$ cat config.mk
export PLATFORM = sky130hd
export DESIGN_NAME = hello_neighbor_aging_table_top
export DESIGN_NICKNAME = d
export VERILOG_FILES = /design/src/hdl/hnat_pkg.sv /design/src/hdl/hnat_ram.sv /design/src/hdl/hnat_front.sv /design/src/hdl/hnat_back.sv /design/src/hdl/hello_neighbor_aging_table_top.sv
export SDC_FILE = /design/constraint.sdc
export NUM_CORES = 2
export LEC_CHECK = 0
export BUFFER_PORTS_ARGS = -buffer_cell sky130_fd_sc_hd__buf_2
export CORE_ASPECT_RATIO = 1.5
export CORE_MARGIN = 3
export CORE_UTILIZATION = 50
export CTS_CLUSTER_DIAMETER = 200
export DETAILED_ROUTE_END_ITERATION = 8
export GPL_TIMING_DRIVEN = 0
export PLACE_DENSITY_LB_ADDON = 0.1
export SYNTH_ARGS = -nofsm -noshare
export SYNTH_HDL_FRONTEND = slang
export SYNTH_SLANG_ARGS = --single-unit
$ cat constraint.sdc
create_clock -name clk -period 8.8 [get_ports clk]
set_input_delay 0.88 -clock clk [delete_from_list [all_inputs] [get_ports clk]]
set_output_delay 0.88 -clock clk [all_outputs]
set_load 0.01 [all_outputs]
$ cat src/hdl/hnat_pkg.sv
// Types and constants shared by the hello neighbor aging table modules.
`default_nettype none

package hnat_pkg;

    localparam int unsigned ADDR_W = 32;
    localparam int unsigned SEQ_W = 16;
    localparam int unsigned TIME_W = 32;
    localparam int unsigned TIMEOUT_W = 16;
    localparam int unsigned CFG_INDEX_W = 8;
    localparam int unsigned CFG_DATA_W = 32;
    localparam int unsigned COUNT_OUT_W = 5;

    // Configuration register indexes.
    localparam logic [CFG_INDEX_W-1:0] REG_TIMEOUT = 8'd0;
    localparam logic [CFG_INDEX_W-1:0] REG_OWN_ADDRESS = 8'd1;

    localparam logic [TIMEOUT_W-1:0] TIMEOUT_RESET = 16'd10;
    localparam logic [ADDR_W-1:0] OWN_ADDRESS_RESET = 32'd0;

    // Input operation codes.
    localparam logic OP_HELLO = 1'b0;
    localparam logic OP_TICK = 1'b1;

    // Event codes of a result.
    localparam logic [2:0] EV_DISCOVERED = 3'd0;
    localparam logic [2:0] EV_UPDATED = 3'd1;
    localparam logic [2:0] EV_STALE = 3'd2;
    localparam logic [2:0] EV_FULL = 3'd3;
    localparam logic [2:0] EV_OWN = 3'd4;
    localparam logic [2:0] EV_TIMEOUT = 3'd5;

    // A sweep stops after this many removals.
    localparam logic [4:0] RESULT_LIMIT = 5'd16;

    typedef struct packed {
        logic              operation;
        logic [ADDR_W-1:0] neighbor_address;
        logic [SEQ_W-1:0]  sequence_number;
    } in_item_t;

    typedef struct packed {
        logic [2:0]             event_res;
        logic [ADDR_W-1:0]      reported_address;
        logic [SEQ_W-1:0]       reported_sequence;
        logic [COUNT_OUT_W-1:0] entry_count;
        logic                   last_of_run;
    } out_item_t;

    typedef enum logic [1:0] {
        CMD_HELLO = 2'd0,
        CMD_TICK  = 2'd1,
        CMD_OWN   = 2'd2
    } cmd_kind_e;

    typedef struct packed {
        cmd_kind_e         kind;
        logic [ADDR_W-1:0] addr;
        logic [SEQ_W-1:0]  seq;
    } cmd_t;

    typedef struct packed {
        logic [ADDR_W-1:0] addr;
        logic [SEQ_W-1:0]  seq;
        logic [TIME_W-1:0] heard_time;
    } entry_t;

endpackage

`default_nettype wire

$ cat src/hdl/hnat_ram.sv
// Generic single-port-write, single-port-read RAM with registered read data.
`default_nettype none

module hnat_ram #(
    parameter int unsigned WIDTH = 8,
    parameter int unsigned DEPTH = 16
) (
    input  wire logic                                        clk,
    input  wire logic                                        wr_en,
    input  wire logic [((DEPTH > 1) ? $clog2(DEPTH) : 1)-1:0] wr_addr,
    input  wire logic [WIDTH-1:0]                            wr_data,
    input  wire logic                                        rd_en,
    input  wire logic [((DEPTH > 1) ? $clog2(DEPTH) : 1)-1:0] rd_addr,
    output logic      [WIDTH-1:0]                            rd_data
);

    logic [WIDTH-1:0] mem [DEPTH];

    always_ff @(posedge clk)
    begin
        if (wr_en)
        begin
            mem[wr_addr] <= wr_data;
        end
        if (rd_en)
        begin
            rd_data <= mem[rd_addr];
        end
    end

endmodule

`default_nettype wire

$ cat src/hdl/hnat_front.sv
// Front end: accepts input beats, classifies them and queues commands.
`default_nettype none

module hnat_front (
    input  wire logic                     clk,
    input  wire logic                     rst_n,
    input  wire logic                     in_valid,
    output logic                          in_ready,
    input  wire hnat_pkg::in_item_t       in_data,
    input  wire logic [hnat_pkg::ADDR_W-1:0] own_address,
    output logic                          cmd_valid,
    input  wire logic                     cmd_ready,
    output hnat_pkg::cmd_t                cmd
);

    import hnat_pkg::*;

    cmd_t       queue_reg [2];
    logic       wr_ptr_reg;
    logic       wr_ptr_next;
    logic       rd_ptr_reg;
    logic       rd_ptr_next;
    logic [1:0] fill_reg;
    logic [1:0] fill_next;
    logic       push;
    logic       pop;
    cmd_t       new_cmd;

    always_comb
    begin
        new_cmd.addr = in_data.neighbor_address;
        new_cmd.seq = in_data.sequence_number;
        if (in_data.operation == OP_TICK)
        begin
            new_cmd.kind = CMD_TICK;
        end
        else if (in_data.neighbor_address == own_address)
        begin
            new_cmd.kind = CMD_OWN;
        end
        else
        begin
            new_cmd.kind = CMD_HELLO;
        end
    end

    assign in_ready = (fill_reg != 2'd2);
    assign cmd_valid = (fill_reg != 2'd0);
    assign cmd = queue_reg[rd_ptr_reg];
    assign push = in_valid && in_ready;
    assign pop = cmd_valid && cmd_ready;

    always_comb
    begin
        wr_ptr_next = push ? ~wr_ptr_reg : wr_ptr_reg;
        rd_ptr_next = pop ? ~rd_ptr_reg : rd_ptr_reg;
        fill_next = fill_reg + 2'(push) - 2'(pop);
    end

    always_ff @(posedge clk or negedge rst_n)
    begin
        if (!rst_n)
        begin
            wr_ptr_reg <= 1'b0;
            rd_ptr_reg <= 1'b0;
            fill_reg <= 2'd0;
        end
        else
        begin
            wr_ptr_reg <= wr_ptr_next;
            rd_ptr_reg <= rd_ptr_next;
            fill_reg <= fill_next;
        end
    end

    always_ff @(posedge clk)
    begin
        if (push)
        begin
            queue_reg[wr_ptr_reg] <= new_cmd;
        end
    end

endmodule

`default_nettype wire

$ cat src/hdl/hnat_back.sv
// Back end: walks the neighbor table in RAM for each command and drives results.
`default_nettype none

module hnat_back #(
    parameter int unsigned TABLE_DEPTH = 16
) (
    input  wire logic                        clk,
    input  wire logic                        rst_n,
    input  wire logic                        cmd_valid,
    output logic                             cmd_ready,
    input  wire hnat_pkg::cmd_t              cmd,
    input  wire logic [hnat_pkg::TIMEOUT_W-1:0] timeout_seconds,
    output logic                             out_valid,
    input  wire logic                        out_ready,
    output hnat_pkg::out_item_t              out_data
);

    import hnat_pkg::*;

    localparam int unsigned IW = (TABLE_DEPTH > 1) ? $clog2(TABLE_DEPTH) : 1;
    localparam int unsigned CW = $clog2(TABLE_DEPTH + 1);
    localparam logic [CW-1:0] DEPTH_C = CW'(TABLE_DEPTH);

    typedef enum logic [6:0] {
        S_IDLE   = 7'b0000001,
        S_SEARCH = 7'b0000010,
        S_MISS   = 7'b0000100,
        S_EMIT   = 7'b0001000,
        S_CHECK  = 7'b0010000,
        S_MOVE   = 7'b0100000,
        S_END    = 7'b1000000
    } state_e;

    state_e            state_reg;
    state_e            state_next;
    logic [IW-1:0]     idx_reg;
    logic [IW-1:0]     idx_next;
    logic [CW-1:0]     count_reg;
    logic [CW-1:0]     count_next;
    logic [TIME_W-1:0] time_reg;
    logic [TIME_W-1:0] time_next;
    logic [4:0]        nrem_reg;
    logic [4:0]        nrem_next;
    logic              pend_valid_reg;
    logic              pend_valid_next;
    out_item_t         pend_reg;
    out_item_t         pend_next;
    cmd_t              cmd_reg;
    cmd_t              cmd_next;
    out_item_t         res_reg;
    out_item_t         res_next;
    logic              out_valid_reg;
    logic              out_valid_next;
    out_item_t         out_data_reg;
    out_item_t         out_data_next;

    logic              out_free;
    logic              out_load;
    logic              wr_en;
    logic [IW-1:0]     wr_addr;
    entry_t            wr_data;
    logic              rd_en;
    logic [IW-1:0]     rd_addr;
    entry_t            rd_data;
    logic [TIME_W-1:0] age;
    logic              expired;
    logic [CW-1:0]     idx_plus1;
    logic [CW-1:0]     count_minus1;

    hnat_ram #(
        .WIDTH ($bits(entry_t)),
        .DEPTH (TABLE_DEPTH)
    ) u_table (
        .clk     (clk),
        .wr_en   (wr_en),
        .wr_addr (wr_addr),
        .wr_data (wr_data),
        .rd_en   (rd_en),
        .rd_addr (rd_addr),
        .rd_data (rd_data)
    );

    assign out_free = !out_valid_reg || out_ready;
    assign age = time_reg - rd_data.heard_time;
    assign expired = age > {{(TIME_W-TIMEOUT_W){1'b0}}, timeout_seconds};
    assign idx_plus1 = CW'(idx_reg) + CW'(1);
    assign count_minus1 = count_reg - CW'(1);

    always_comb
    begin
        state_next = state_reg;
        idx_next = idx_reg;
        count_next = count_reg;
        time_next = time_reg;
        nrem_next = nrem_reg;
        pend_valid_next = pend_valid_reg;
        pend_next = pend_reg;
        cmd_next = cmd_reg;
        res_next = res_reg;
        cmd_ready = 1'b0;
        out_load = 1'b0;
        out_data_next = res_reg;
        wr_en = 1'b0;
        wr_addr = idx_reg;
        wr_data = rd_data;
        rd_en = 1'b0;
        rd_addr = idx_reg;

        unique case (state_reg)
            S_IDLE:
            begin
                cmd_ready = 1'b1;
                if (cmd_valid)
                begin
                    cmd_next = cmd;
                    unique case (cmd.kind)
                        CMD_OWN:
                        begin
                            res_next = '{EV_OWN, cmd.addr, '0, COUNT_OUT_W'(count_reg), 1'b1};
                            state_next = S_EMIT;
                        end
                        CMD_HELLO:
                        begin
                            idx_next = '0;
                            if (count_reg == '0)
                            begin
                                state_next = S_MISS;
                            end
                            else
                            begin
                                rd_en = 1'b1;
                                rd_addr = '0;
                                state_next = S_SEARCH;
                            end
                        end
                        CMD_TICK:
                        begin
                            time_next = time_reg + TIME_W'(1);
                            idx_next = '0;
                            nrem_next = '0;
                            pend_valid_next = 1'b0;
                            if (count_reg != '0)
                            begin
                                rd_en = 1'b1;
                                rd_addr = '0;
                                state_next = S_CHECK;
                            end
                        end
                        default:
                        begin
                        end
                    endcase
                end
            end

            S_SEARCH:
            begin
                if (rd_data.addr == cmd_reg.addr)
                begin
                    if (cmd_reg.seq > rd_data.seq)
                    begin
                        wr_en = 1'b1;
                        wr_data = '{cmd_reg.addr, cmd_reg.seq, time_reg};
                        res_next = '{EV_UPDATED, cmd_reg.addr, cmd_reg.seq,
                                     COUNT_OUT_W'(count_reg), 1'b1};
                    end
                    else
                    begin
                        res_next = '{EV_STALE, cmd_reg.addr, rd_data.seq,
                                     COUNT_OUT_W'(count_reg), 1'b1};
                    end
                    state_next = S_EMIT;
                end
                else if (idx_plus1 == count_reg)
                begin
                    state_next = S_MISS;
                end
                else
                begin
                    idx_next = idx_plus1[IW-1:0];
                    rd_en = 1'b1;
                    rd_addr = idx_plus1[IW-1:0];
                end
            end

            S_MISS:
            begin
                if (count_reg == DEPTH_C)
                begin
                    res_next = '{EV_FULL, cmd_reg.addr, '0, COUNT_OUT_W'(count_reg), 1'b1};
                end
                else
                begin
                    wr_en = 1'b1;
                    wr_addr = count_reg[IW-1:0];
                    wr_data = '{cmd_reg.addr, cmd_reg.seq, time_reg};
                    count_next = count_reg + CW'(1);
                    res_next = '{EV_DISCOVERED, cmd_reg.addr, cmd_reg.seq,
                                 COUNT_OUT_W'(count_reg + CW'(1)), 1'b1};
                end
                state_next = S_EMIT;
            end

            S_EMIT:
            begin
                if (out_free)
                begin
                    out_load = 1'b1;
                    out_data_next = res_reg;
                    state_next = S_IDLE;
                end
            end

            S_CHECK:
            begin
                if (expired)
                begin
                    // A removal flushes the previous one, now known not to be the last.
                    if (!pend_valid_reg || out_free)
                    begin
                        if (pend_valid_reg)
                        begin
                            out_load = 1'b1;
                            out_data_next = pend_reg;
                        end
                        pend_valid_next = 1'b1;
                        pend_next = '{EV_TIMEOUT, rd_data.addr, rd_data.seq,
                                      COUNT_OUT_W'(count_minus1), 1'b0};
                        count_next = count_minus1;
                        nrem_next = nrem_reg + 5'd1;
                        if (count_minus1 == CW'(idx_reg))
                        begin
                            state_next = S_END;
                        end
                        else
                        begin
                            rd_en = 1'b1;
                            rd_addr = count_minus1[IW-1:0];
                            state_next = S_MOVE;
                        end
                    end
                end
                else if (idx_plus1 == count_reg)
                begin
                    state_next = S_END;
                end
                else
                begin
                    idx_next = idx_plus1[IW-1:0];
                    rd_en = 1'b1;
                    rd_addr = idx_plus1[IW-1:0];
                end
            end

            S_MOVE:
            begin
                // The last entry fills the hole; the read data then stands for this slot.
                wr_en = 1'b1;
                wr_addr = idx_reg;
                wr_data = rd_data;
                state_next = (nrem_reg == RESULT_LIMIT) ? S_END : S_CHECK;
            end

            S_END:
            begin
                if (!pend_valid_reg)
                begin
                    state_next = S_IDLE;
                end
                else if (out_free)
                begin
                    out_load = 1'b1;
                    out_data_next = pend_reg;
                    out_data_next.last_of_run = 1'b1;
                    pend_valid_next = 1'b0;
                    state_next = S_IDLE;
                end
            end

            default:
            begin
                state_next = S_IDLE;
            end
        endcase
    end

    always_comb
    begin
        if (out_load)
        begin
            out_valid_next = 1'b1;
        end
        else if (out_ready)
        begin
            out_valid_next = 1'b0;
        end
        else
        begin
            out_valid_next = out_valid_reg;
        end
    end

    always_ff @(posedge clk or negedge rst_n)
    begin
        if (!rst_n)
        begin
            state_reg <= S_IDLE;
            count_reg <= '0;
            time_reg <= '0;
            nrem_reg <= '0;
            pend_valid_reg <= 1'b0;
            out_valid_reg <= 1'b0;
        end
        else
        begin
            state_reg <= state_next;
            count_reg <= count_next;
            time_reg <= time_next;
            nrem_reg <= nrem_next;
            pend_valid_reg <= pend_valid_next;
            out_valid_reg <= out_valid_next;
        end
    end

    always_ff @(posedge clk)
    begin
        idx_reg <= idx_next;
        cmd_reg <= cmd_next;
        res_reg <= res_next;
        pend_reg <= pend_next;
        if (out_load)
        begin
            out_data_reg <= out_data_next;
        end
    end

    assign out_valid = out_valid_reg;
    assign out_data = out_data_reg;

endmodule

`default_nettype wire

$ cat src/hdl/hello_neighbor_aging_table_top.sv
// Top level of the hello neighbor aging table: configuration registers and the two halves.
//
// Usage: the in channel (in_valid/in_ready/in_data) carries hello and tick beats. A hello
// gives exactly one result beat; a tick advances the seconds counter and gives one beat
// per neighbor that timed out (at most RESULT_LIMIT), possibly none. The last beat of
// each item has last_of_run set. Results leave on out_valid/out_ready/out_data from an
// output register. Configuration writes (cfg_valid/cfg_index/cfg_data) are always taken
// (cfg_ready is tied high) and must only be issued while no item is in flight.
// With an idle back end, a hello reads the table RAM one entry a cycle until the neighbor
// is found or all entries are read, and a tick examines the entries in turn, each removal
// moving the last entry into the freed slot. Items run one at a time in the back end; a
// two-entry command queue lets the front accept up to two more meanwhile.
// Reset empties the table and clears the seconds counter; the timeout returns to 10 and
// the own address to 0. The table RAM is not cleared: only entries below the count are
// read. When the receiver stalls, the sweep holds, and input stalls once the queue fills.
`default_nettype none

module hello_neighbor_aging_table_top #(
    parameter int unsigned TABLE_DEPTH = 16
) (
    input  wire logic                             clk,
    input  wire logic                             rst_n,
    input  wire logic                             in_valid,
    output logic                                  in_ready,
    input  wire hnat_pkg::in_item_t               in_data,
    output logic                                  out_valid,
    input  wire logic                             out_ready,
    output hnat_pkg::out_item_t                   out_data,
    input  wire logic                             cfg_valid,
    output logic                                  cfg_ready,
    input  wire logic [hnat_pkg::CFG_INDEX_W-1:0] cfg_index,
    input  wire logic [hnat_pkg::CFG_DATA_W-1:0]  cfg_data
);

    import hnat_pkg::*;

    logic [TIMEOUT_W-1:0] timeout_reg;
    logic [TIMEOUT_W-1:0] timeout_next;
    logic [ADDR_W-1:0]    own_reg;
    logic [ADDR_W-1:0]    own_next;
    logic                 cmd_valid;
    logic                 cmd_ready;
    cmd_t                 cmd;

    assign cfg_ready = 1'b1;

    always_comb
    begin
        timeout_next = timeout_reg;
        own_next = own_reg;
        if (cfg_valid)
        begin
            unique case (cfg_index)
                REG_TIMEOUT:     timeout_next = cfg_data[TIMEOUT_W-1:0];
                REG_OWN_ADDRESS: own_next = cfg_data[ADDR_W-1:0];
                default:
                begin
                end
            endcase
        end
    end

    always_ff @(posedge clk or negedge rst_n)
    begin
        if (!rst_n)
        begin
            timeout_reg <= TIMEOUT_RESET;
            own_reg <= OWN_ADDRESS_RESET;
        end
        else
        begin
            timeout_reg <= timeout_next;
            own_reg <= own_next;
        end
    end

    hnat_front u_front (
        .clk         (clk),
        .rst_n       (rst_n),
        .in_valid    (in_valid),
        .in_ready    (in_ready),
        .in_data     (in_data),
        .own_address (own_reg),
        .cmd_valid   (cmd_valid),
        .cmd_ready   (cmd_ready),
        .cmd         (cmd)
    );

    hnat_back #(
        .TABLE_DEPTH (TABLE_DEPTH)
    ) u_back (
        .clk             (clk),
        .rst_n           (rst_n),
        .cmd_valid       (cmd_valid),
        .cmd_ready       (cmd_ready),
        .cmd             (cmd),
        .timeout_seconds (timeout_reg),
        .out_valid       (out_valid),
        .out_ready       (out_ready),
        .out_data        (out_data)
    );

endmodule

`default_nettype wire
==> flow_summary.toml <==
[logic_synthesis]
synth-async-reset-ratio = 0.0578
synth_top_area_frac = 0.687
synth_top_area_cell = "edfxtp_1"
synth_area_leaders = "edfxtp_1 (69%), nand2_1 (5.5%), mux2_2 (3.7%), dfrtp_1 (3.4%), nand3_1 (2.9%)"
synth_ff_type = "edfxtp_1"
ys_warn_count = 0
synth_fp_nets = 5427
yosysSeqAreaShare = 0.722
ys_seq_elements = 1781
netlist_area_um2 = 73300
synth_cell_types = 89
avgSynthCellArea_um2 = 13.9
synth-edff-count = 1678
synthCells = 5261

[clocking]
cts_resized = 0
cts_buffers = 165
root_buffer = "clkbuf_16"
post_cts_buffers = 0
hold_buffers = 1
path_clk_slew_ns = 0.06
cts_max_level = 4
clock_latency_ns = 0.79
clockBufferDepth = 3
cts_tree = "built"
clock_sinks = 1781

[final_layout]
mostFrequentLayoutCell = "edfxtp_1"
area_growth_pct = 13.9
n_fill_cell = 11500
final_area_um2 = 83500
multi_input_area_um2 = 18900
layout_common_cells = "edfxtp_1 (1678), nand2_1 (1078), nand3_1 (426)"
layout.nets = 5818
largest_reg_flops = 1280
drive_gt1_frac = 0.153
seqCellArea_um2 = 53000

[critical_path]
crit_family = "compound AO/OA/AOI/OAI gates"
critPathRequiredTime_ns = 9.28
cp-end-kind = "register"
crit_buf_inv = 3
crit_type = "reg2reg"
worstPathCellList = "inv_1, ha_1, fa_1, nand2b_1, a21o_1, a31oi_1, o31a_1, a21o_1, a21oi_1, xnor2_1, ha_1, nand4_1, or4_1, and2_0, a2111oi_4, nand4_4, mux2i_1, o221ai_2, clkbuf_1, buf_2, mux2i_1, o22ai_1, a31oi_1, o21ai_1"
cp.arrival_ns = 8.98
ff2ff_path_depth = 24
slowest_delay_ns = 0.95
r2r-start = "u_back.time_reg[0]"
path_max_fanout = 11
ff2ff_setup_slack_ns = 0.30
r2r-end = "u_back.u_table.rd_data[76]"
slowest_stage = "clkbuf_1"
cp-start-kind = "register"

[timing]
finalSetupTns_ns = 0
slew_headroom = 0.0484
clock_skew_ns = 0.0239
setup_viol = 0
rsz0062_at_grt = "no"
tightest_slew_ns = 1.43
fin_crit_sh = 0.966
final_hold_viol_count = 0
slew_viol_final = 0
max_freq_mhz = 118
timing.final.crit_period_ns = 8.50

[route]
drt_iter0_drc = 4447
firstDrtPassIters = 5
route.detailed.drc = 0
wl_per_cell_um = 27.7
routed-via-count = 45600
wl_um = 213000
viasPerCell = 5.93
ant_nets = 0

[die]
die_x_um = 319
start_util = 0.505
die_y_um = 475
placementRows = 171
core_um2 = 145000
dieArea_um2 = 151000
ios = 154

[global_route]
grt_max_degree = 81
antenna_found_initial = 13
grt_pass1_wl_um = 306000
grt-ovfl-total = 0
grt_util_all_layers = 0.280
first_global_vias = 44700

[worst_hold_path]
holdPathEnd = "u_front.queue_reg[1][2]"
min_from = "in_data[2]"
hold_class = "in2reg"
whs_path_depth = 1

[place]
placed_area_um2 = 78200
gp_congestion = 0.898
dp_hpwl_um = 150000
port_buffers = 152

[status]
status = "complete, no violations"

[job]
cap_violations = 0
==> Yosys cell counts, types with 10 or more instances <==
cell type	count
o22ai_1	84
o21ai_0	74
buf_6	12
nor4_1	14
dfrtp_1	100
nor2b_1	11
nor2_1	77
xor2_1	45
nor3_1	25
clkbuf_1	131
o21ai_1	84
o21a_1	19
buf_1	14
mux2_2	244
nand3b_1	81
edfxtp_1	1678
xnor2_1	96
nand2b_1	13
a31oi_1	91
and3_1	18
a211oi_1	10
ha_1	71
nand3_1	426
and2_1	10
buf_2	109
inv_1	89
nand2_1	1078
nand4_1	31
mux2i_1	170
a21o_1	21
buf_4	15
a21oi_1	211
==> logic make-up after synthesis <==
kind of cell | synth area share
buffers and inverters | 0.0228
multiplexers | 0.0610
XOR/XNOR | 0.0168
AO/OA/AOI/OAI | 0.0534
adder cells (fa/ha/maj) | 0.0124
other | 0.0000511
AND/OR/NAND/NOR | 0.111
flip-flops | 0.722
==> layer usage <==
metal | up-vias | GRT usage | routed length [µm]
met5 | - | 0 | 27
met4 | 4 | 0.124 | 10100
met3 | 396 | 0.0396 | 14200
met2 | 1900 | 0.482 | 107000
met1 | 23100 | 0.353 | 81900
li1 | 20300 | - | -
==> worst max-delay path by stage <==
stage / from / end / cells after the start
floorplan: u_back.time_reg[0] / u_back.u_table.rd_data[0] / 19
global placement: u_back.u_table.rd_data[53] / u_back.u_table.mem[4][60] / 12
detailed placement: u_back.u_table.rd_data[0] / u_back.u_table.rd_data[8] / 23
CTS: u_back.time_reg[0] / u_back.u_table.rd_data[8] / 24
global route: u_back.time_reg[0] / u_back.u_table.rd_data[61] / 26
finish: u_back.time_reg[0] / u_back.u_table.rd_data[76] / 24
==> stage by stage <==
stage                     setup slack, ns  std cells  hold slack (ns)   util
after global routing                0.176       7687            0.240  0.575
after floorplan                     0.486       5261            0.444      -
after global placement              -4.82       7316            0.456  0.526
after CTS                           0.289       7686            0.226  0.575
after detailed placement            0.338       7387            0.458  0.538
final                               0.301       7692            0.289  0.575
==> layout make-up <==
type                    instances  share of cell area
plain buffers                 281              0.0161
multi-input cells            3110               0.226
inverters                      89             0.00400
well taps                    1903              0.0285
flip-flops and latches       1781               0.634
clock inverters                72             0.00872
repair buffers                224              0.0271
diodes                          6            0.000180
clock buffers                 226              0.0551
Power is not shown: default switching activity piles up to over one toggle a cycle in this logic, so the estimate is an artifact.
